File: src/rtl/sbcs_pkg.sv
// ----------------------------------------------------------------------------
// sbcs_pkg: servo bus command scheduler shared definitions
// Codes, slot row layout, queue item and result types.
// ----------------------------------------------------------------------------
package sbcs_pkg;

  localparam int NUM_SLOTS   = 254;
  localparam int SLOT_W      = $clog2(NUM_SLOTS);
  localparam int ID_W        = 8;
  localparam int QDEPTH      = 2;
  localparam int QPTR_W      = $clog2(QDEPTH);
  localparam int QCNT_W      = $clog2(QDEPTH + 1);

  localparam logic [ID_W-1:0] BROADCAST_ID   = 8'hFE;
  localparam logic [7:0]      RESEND_DEFAULT = 8'd10;

  // host opcodes
  localparam logic [2:0] OP_SET_MODE   = 3'd0;
  localparam logic [2:0] OP_SET_TARGET = 3'd1;
  localparam logic [2:0] OP_RELEASE    = 3'd2;
  localparam logic [2:0] OP_ENGAGE     = 3'd3;
  localparam logic [2:0] OP_SCAN       = 3'd4;
  localparam logic [2:0] OP_SHUTDOWN   = 3'd5;

  // bus commands
  localparam logic [2:0] CMD_HOLD = 3'd0;
  localparam logic [2:0] CMD_MODE = 3'd1;
  localparam logic [2:0] CMD_VEL  = 3'd2;
  localparam logic [2:0] CMD_POS  = 3'd3;
  localparam logic [2:0] CMD_OFF  = 3'd4;

  localparam logic [1:0] MODE_POSITION = 2'd0;
  localparam logic [1:0] MODE_VELOCITY = 2'd1;

  typedef enum logic [1:0] {
    SLOT_UNMANAGED = 2'd0,
    SLOT_ENABLING  = 2'd1,
    SLOT_ON        = 2'd2,
    SLOT_DISABLING = 2'd3
  } slot_state_t;

  typedef enum logic [2:0] {
    KIND_SET_MODE,
    KIND_SET_TARGET,
    KIND_RELEASE,
    KIND_ENGAGE,
    KIND_SCAN,
    KIND_SHUTDOWN
  } item_kind_t;

  typedef struct packed {
    slot_state_t        state;
    logic [1:0]         mode;
    logic signed [15:0] target;
    logic [7:0]         countdown;
  } slot_row_t;

  typedef struct packed {
    item_kind_t         kind;
    logic [SLOT_W-1:0]  slot;
    logic [1:0]         mode;
    logic signed [15:0] target;
  } queue_item_t;

  typedef struct packed {
    logic [2:0]         cmd;
    logic [ID_W-1:0]    id;
    logic signed [15:0] val;
    logic [1:0]         mode;
  } result_t;

endpackage

File: src/rtl/sbcs_queue.sv
// ----------------------------------------------------------------------------
// sbcs_queue: small item queue between front and back
// Flop-based FIFO of classified items.
// ----------------------------------------------------------------------------
module sbcs_queue
  import sbcs_pkg::*;
(
  input  logic        clk,
  input  logic        rst,
  input  logic        push,
  input  queue_item_t push_item,
  output logic        not_full,
  input  logic        pop,
  output logic        not_empty,
  output queue_item_t head
);

  queue_item_t       entries [QDEPTH];
  logic [QPTR_W-1:0] wr_ptr;
  logic [QPTR_W-1:0] rd_ptr;
  logic [QCNT_W-1:0] count;

  assign not_full  = (count != QCNT_W'(QDEPTH));
  assign not_empty = (count != '0);
  assign head      = entries[rd_ptr];

  always_ff @(posedge clk) begin
    if (rst) begin
      wr_ptr <= '0;
      rd_ptr <= '0;
      count  <= '0;
    end else begin
      if (push) begin
        entries[wr_ptr] <= push_item;
        wr_ptr <= (wr_ptr == QPTR_W'(QDEPTH - 1)) ? '0 : wr_ptr + 1'b1;
      end
      if (pop) begin
        rd_ptr <= (rd_ptr == QPTR_W'(QDEPTH - 1)) ? '0 : rd_ptr + 1'b1;
      end
      if (push && !pop) begin
        count <= count + 1'b1;
      end else if (pop && !push) begin
        count <= count - 1'b1;
      end
    end
  end

endmodule

File: config.mk
export PLATFORM = sky130hd
export DESIGN_NAME = sbcs_queue
export DESIGN_NICKNAME = d
export VERILOG_FILES = /design/src/rtl/sbcs_pkg.sv /design/src/rtl/sbcs_queue.sv
export SDC_FILE = /design/constraint.sdc
export NUM_CORES = 1
export LEC_CHECK = 0
export BUFFER_PORTS_ARGS = -buffer_cell sky130_fd_sc_hd__buf_2
export CAP_MARGIN = 10
export CORE_AREA = 5 5 68 85
export CTS_CLUSTER_SIZE = 25
export DETAILED_ROUTE_END_ITERATION = 7
export DIE_AREA = 0 0 73 90
export PLACE_DENSITY_LB_ADDON = 0.3
export SETUP_SLACK_MARGIN = 0.5
export SYNTH_ARGS = -nofsm -noshare
export SYNTH_HDL_FRONTEND = slang
export SYNTH_SLANG_ARGS = --single-unit
File: constraint.sdc
create_clock -name clk -period 4.1 [get_ports clk]
set_clock_uncertainty 0.05 [all_clocks]
set_input_delay 1.025 -clock clk [delete_from_list [all_inputs] [get_ports clk]]
set_output_delay 1.025 -clock clk [all_outputs]
set_load 0.01 [all_outputs]
Yosys cells after proc, flatten, opt, wreduce, memory -nomap -nowiden
Memories as Yosys holds them, arrays and structs flattened. A register that Yosys moved wholly into a read port is not among the register bits.
Cells that the tools add are included.
- logic and storage cells: 24
- memories kept: 1
- bits of input ports: 33
- output and inout bits: 31
- bits in writable memories: 58
- flip-flop bits (word level): 4
- equal/unequal tests: 1
- $add $sub $neg: 4
- mux-type cells: 9
- reductions and logical operators: 6
- memories (memory ; words ; bits a word ; rd ports ; clocked after Yosys merged registers in ; write ports ; line ; text):
    entries ; 2 ; 29 ; 1 ; 1 ; 1 ; sbcs_queue.sv:18 ; queue_item_t entries [QDEPTH];
- operators with widths (kind ; number):
    1-bit 2-to-1 mux ; 7
    2-bit 2-to-1 mux ; 2
    2-bit nonzero test ; 2
    1-bit adder, second input constant ; 2
    2-bit by 1-bit adder with 2-bit output, second input constant ; 1
    1-bit logical AND ; 2
    1-bit logical NOT ; 2
    2-bit != test, second input constant ; 1
    2-bit by 1-bit subtractor with 2-bit output, second input constant ; 1

Logic depth before layout (Yosys ltp)
- word-level depth: 4
- depth in mapped cells: 5
- mapped depth without buffers: 5

Worst setup path after synthesis
Ideal clock, no wire load.
- kind: input-to-reg
- start point: input port rst
- end point: memory entries[0][0] (netlist name) (enable)
- arrival: 3189 ps
- slack: 404 ps
- buffers on the path: 0
- cell stages on the path: 1
- required time: 3593 ps
- setup time: 457 ps
- cells stage by stage: nor3b_1
- longest elaborated chain between the ends: 2
- RTL lines (element ; line ; text):
    start, declared ; sbcs_queue.sv:9 ; input logic rst,
    1-bit 2-to-1 mux ; sbcs_queue.sv:28 ; if (rst) begin
    1-bit 2-to-1 mux (implied by the code) ; sbcs_queue.sv:34 ; entries[wr_ptr] <= push_item;
    end, declared ; sbcs_queue.sv:18 ;
Every way passes these cells.

==> impl_results.md <==
* WP data required at 3020 ps
* R2R depth at 2
* CTS resizes at 0
* Hold Crit Start: count[1]
* H-Tree Depth at 3
* Setup slack, reg-to-reg at 2180 ps
* # DRC at 0
* Library cells used by synthesis at 19
* Row count at 29
* WP depth at 3
* Final setup fails at 0
* Post-CTS Setup Repair Bufs at 0
* CP max stage cell: dfxtp_1
* CTS root buffer: clkbuf_8
* Post-Syn Area at around 2300 um2
* Unrepaired setup endpoints after global routing: false
* Via count at around 1200
* Crit path to: head[17]
* Final Cycle Share at 0.6831
* HP Class: flop to flop
* Number of max-cap violations at 0
* Final core utilization at 0.6070
* Fin. max-slew vios at 0
* Share of cells above drive strength 1 at 0.4896
* Vias/cell at 4.807
* DIE HEIGHT at 90 um
* Inst Count DP at 238
* IO Pins at 64
* Crit path launch type: flop
* VDD IR max at 0.3333 mV
* FMAX at 357.0 MHz
* Initial drt markers at 61
* Die Width at 73 um
* Routability cong. at between 0.7 and 0.8
* Largest net degree at the start of global routing at 21
* Commonest non-fill, non-tap cell in the layout: buf_2
* TritonCTS Buffers at 9
* Crit-path max cell delay at approximately 580 ps
* Crit path capture type: output port
* Min Clock Period, post-route at 2801 ps
* Number of port buffers at 63
* Crit path kind: flop to output port
* DR WL/cell at 15.63 um
* P per Cell Area at approximately 500 nW/um2
* Syn nets at around 150
* Crit path DAT at 1730 ps
* Syn avg cell area at 20.90 um2
* Slew at the pin closest to its max-slew limit at between 900 and 1000 ps
* Seq/Total Area, Yosys at 0.7867
* First-pass GRT wire length at 6.182 mm
* Antenna diodes at 0
* Aggregate global routing overflow at 0
* Worst setup margin at 1299 ps
* Vias in the first global route at between 1000 and 1500
* Clock sinks at 63
* Full die area at 6570 um2
* Hold buffers post-CTS at 0
* Initial antenna violation count at 0
* Status: finished clean
* Hold Vio Cnt, Final at 0
* Post-route insts no fill at 254
* Final Hold Slack at a little under 500 ps
* Dpl hpwl at 2.886 mm
* Antenna viol nets, final at 0
* Yosys reg bits at 63
* Pre-CTS WS at 1322 ps
* Initial core utilization at 0.4744
* Clock Path Buffers at 2
* Filler Cell Count at 393
* Cell Chain, Critical Path: buf_4 -> mux2_1 -> buf_2
* Syn-to-layout area delta at 27.95%
* CTS tree: built
* Setup TNS at 0 ps
* Rel. slew slack at 0.3580
* Delay-heaviest family, CP: flip-flops
* GRT Overall Usage at 0.1301
* CP bufs+invs at 2
* Worst skew pair latency at approximately 320 ps
* Post-synthesis cell count at between 100 and 150
* Drt total wl at 3.970 mm
* Most frequent cells in the layout: buf_2, edfxtp_1, mux2_1
* Total iterations of the first detailed-routing run at 3
* Clk slew on worst S/H paths at 70 ps
* Critical-path maximum fanout at 13
* Core Area at 4935 um2
* Worst r2r src: wr_ptr
* RR Endpoint: entries[1][13]
* Synth Warn # at 0
* Final #Nets at 221
* Leakage power at 1.170 nW
==> sequential cells by signal, summed over array words and instances (netlist names), named ones only <==
register,count
count,2
entries,58
rd_ptr,1
wr_ptr,1
==> stage by stage <==
step | cell area, um2 | total power [W]
after CTS | 2995 | 0.001541
after global routing | 2995 | 0.001585
after floorplan | 2346 | 0.0008383
final | 2995 | 0.001523
after global placement | 2751 | 0.0008954
after detailed placement | 2751 | 0.0009028
==> power by group <==
group	leakage (nW)	switching (W)	internal, W
combinational	0.476	0.0000697	0.0000697
sequential	0.574	0.0000130	0.000733
clock	0.120	0.000233	0.000405
total	1.17	0.000315	0.00121
==> metal layers <==
metal,track usage,wire length [um],part of all wire
met2,0.2090,2087,0.53
met3,0.04576,275,0.069
met4,0.08308,98,0.025
met1,0.1417,1509,0.38
met5,0,0,0
==> logic make-up (layout without fill, tap and decap cells) <==
family,Yosys count,count (layout),synth area share
multiplexers,29,29,0.1555
AND/OR/NAND/NOR,9,9,0.02138
adder cells (fa/ha/maj),1,1,0.005344
XOR/XNOR,4,4,0.01497
buffers and inverters,4,84,0.01176
AO/OA/AOI/OAI,2,2,0.004272
flip-flops,63,63,0.7867
==> how the worst min path moves through the flow <==
stage               endpoint  slack, ps  cells after the start
detailed placement  count[1]        470                      2
CTS                 count[1]        480                      2
global route        count[1]        480                      2
global placement    count[1]        430                      2
finish              count[1]        490                      2
floorplan           count[1]        410                      2
==> worst register-to-register path: stages (launching register included) <==
cell and delay (ps):
dfxtp_1 410, and3b_1 820, buf_4 340
==> area by class of cell <==
type | count | area (um2) | share of cell area
sequential | 63 | 1842 | 0.6149
multi-input combinational | 45 | 483.0 | 0.1612
timing repair buffer | 67 | 345.3 | 0.1153
clock buffer | 9 | 123.9 | 0.04135
clock inverter | 7 | 120.1 | 0.04010
tap | 62 | 77.57 | 0.02590
inverter | 1 | 3.754 | 0.001253
==> synth_stat cells <==
| cell type | n | area (um2) |
|---|---|---|
| nor2_1 | 4 | 15.01 |
| or2_1 | 1 | 6.260 |
| or3_1 | 1 | 6.260 |
| buf_2 | 1 | 5.000 |
| o21ai_0 | 1 | 5.000 |
| xor2_1 | 2 | 17.52 |
| nand2b_1 | 1 | 6.260 |
| dfxtp_1 | 5 | 100.1 |
| inv_1 | 1 | 3.750 |
| ha_1 | 1 | 12.51 |
| mux2_1 | 19 | 214.0 |
| buf_4 | 1 | 7.510 |
| buf_6 | 1 | 11.26 |
| nor3b_1 | 1 | 7.510 |
| mux2_4 | 10 | 150.1 |
| edfxtp_1 | 58 | 1742 |
| and3b_1 | 1 | 8.760 |
| a21oi_1 | 1 | 5.000 |
| xnor2_1 | 2 | 17.52 |
Power figures use the tool's default switching activity.
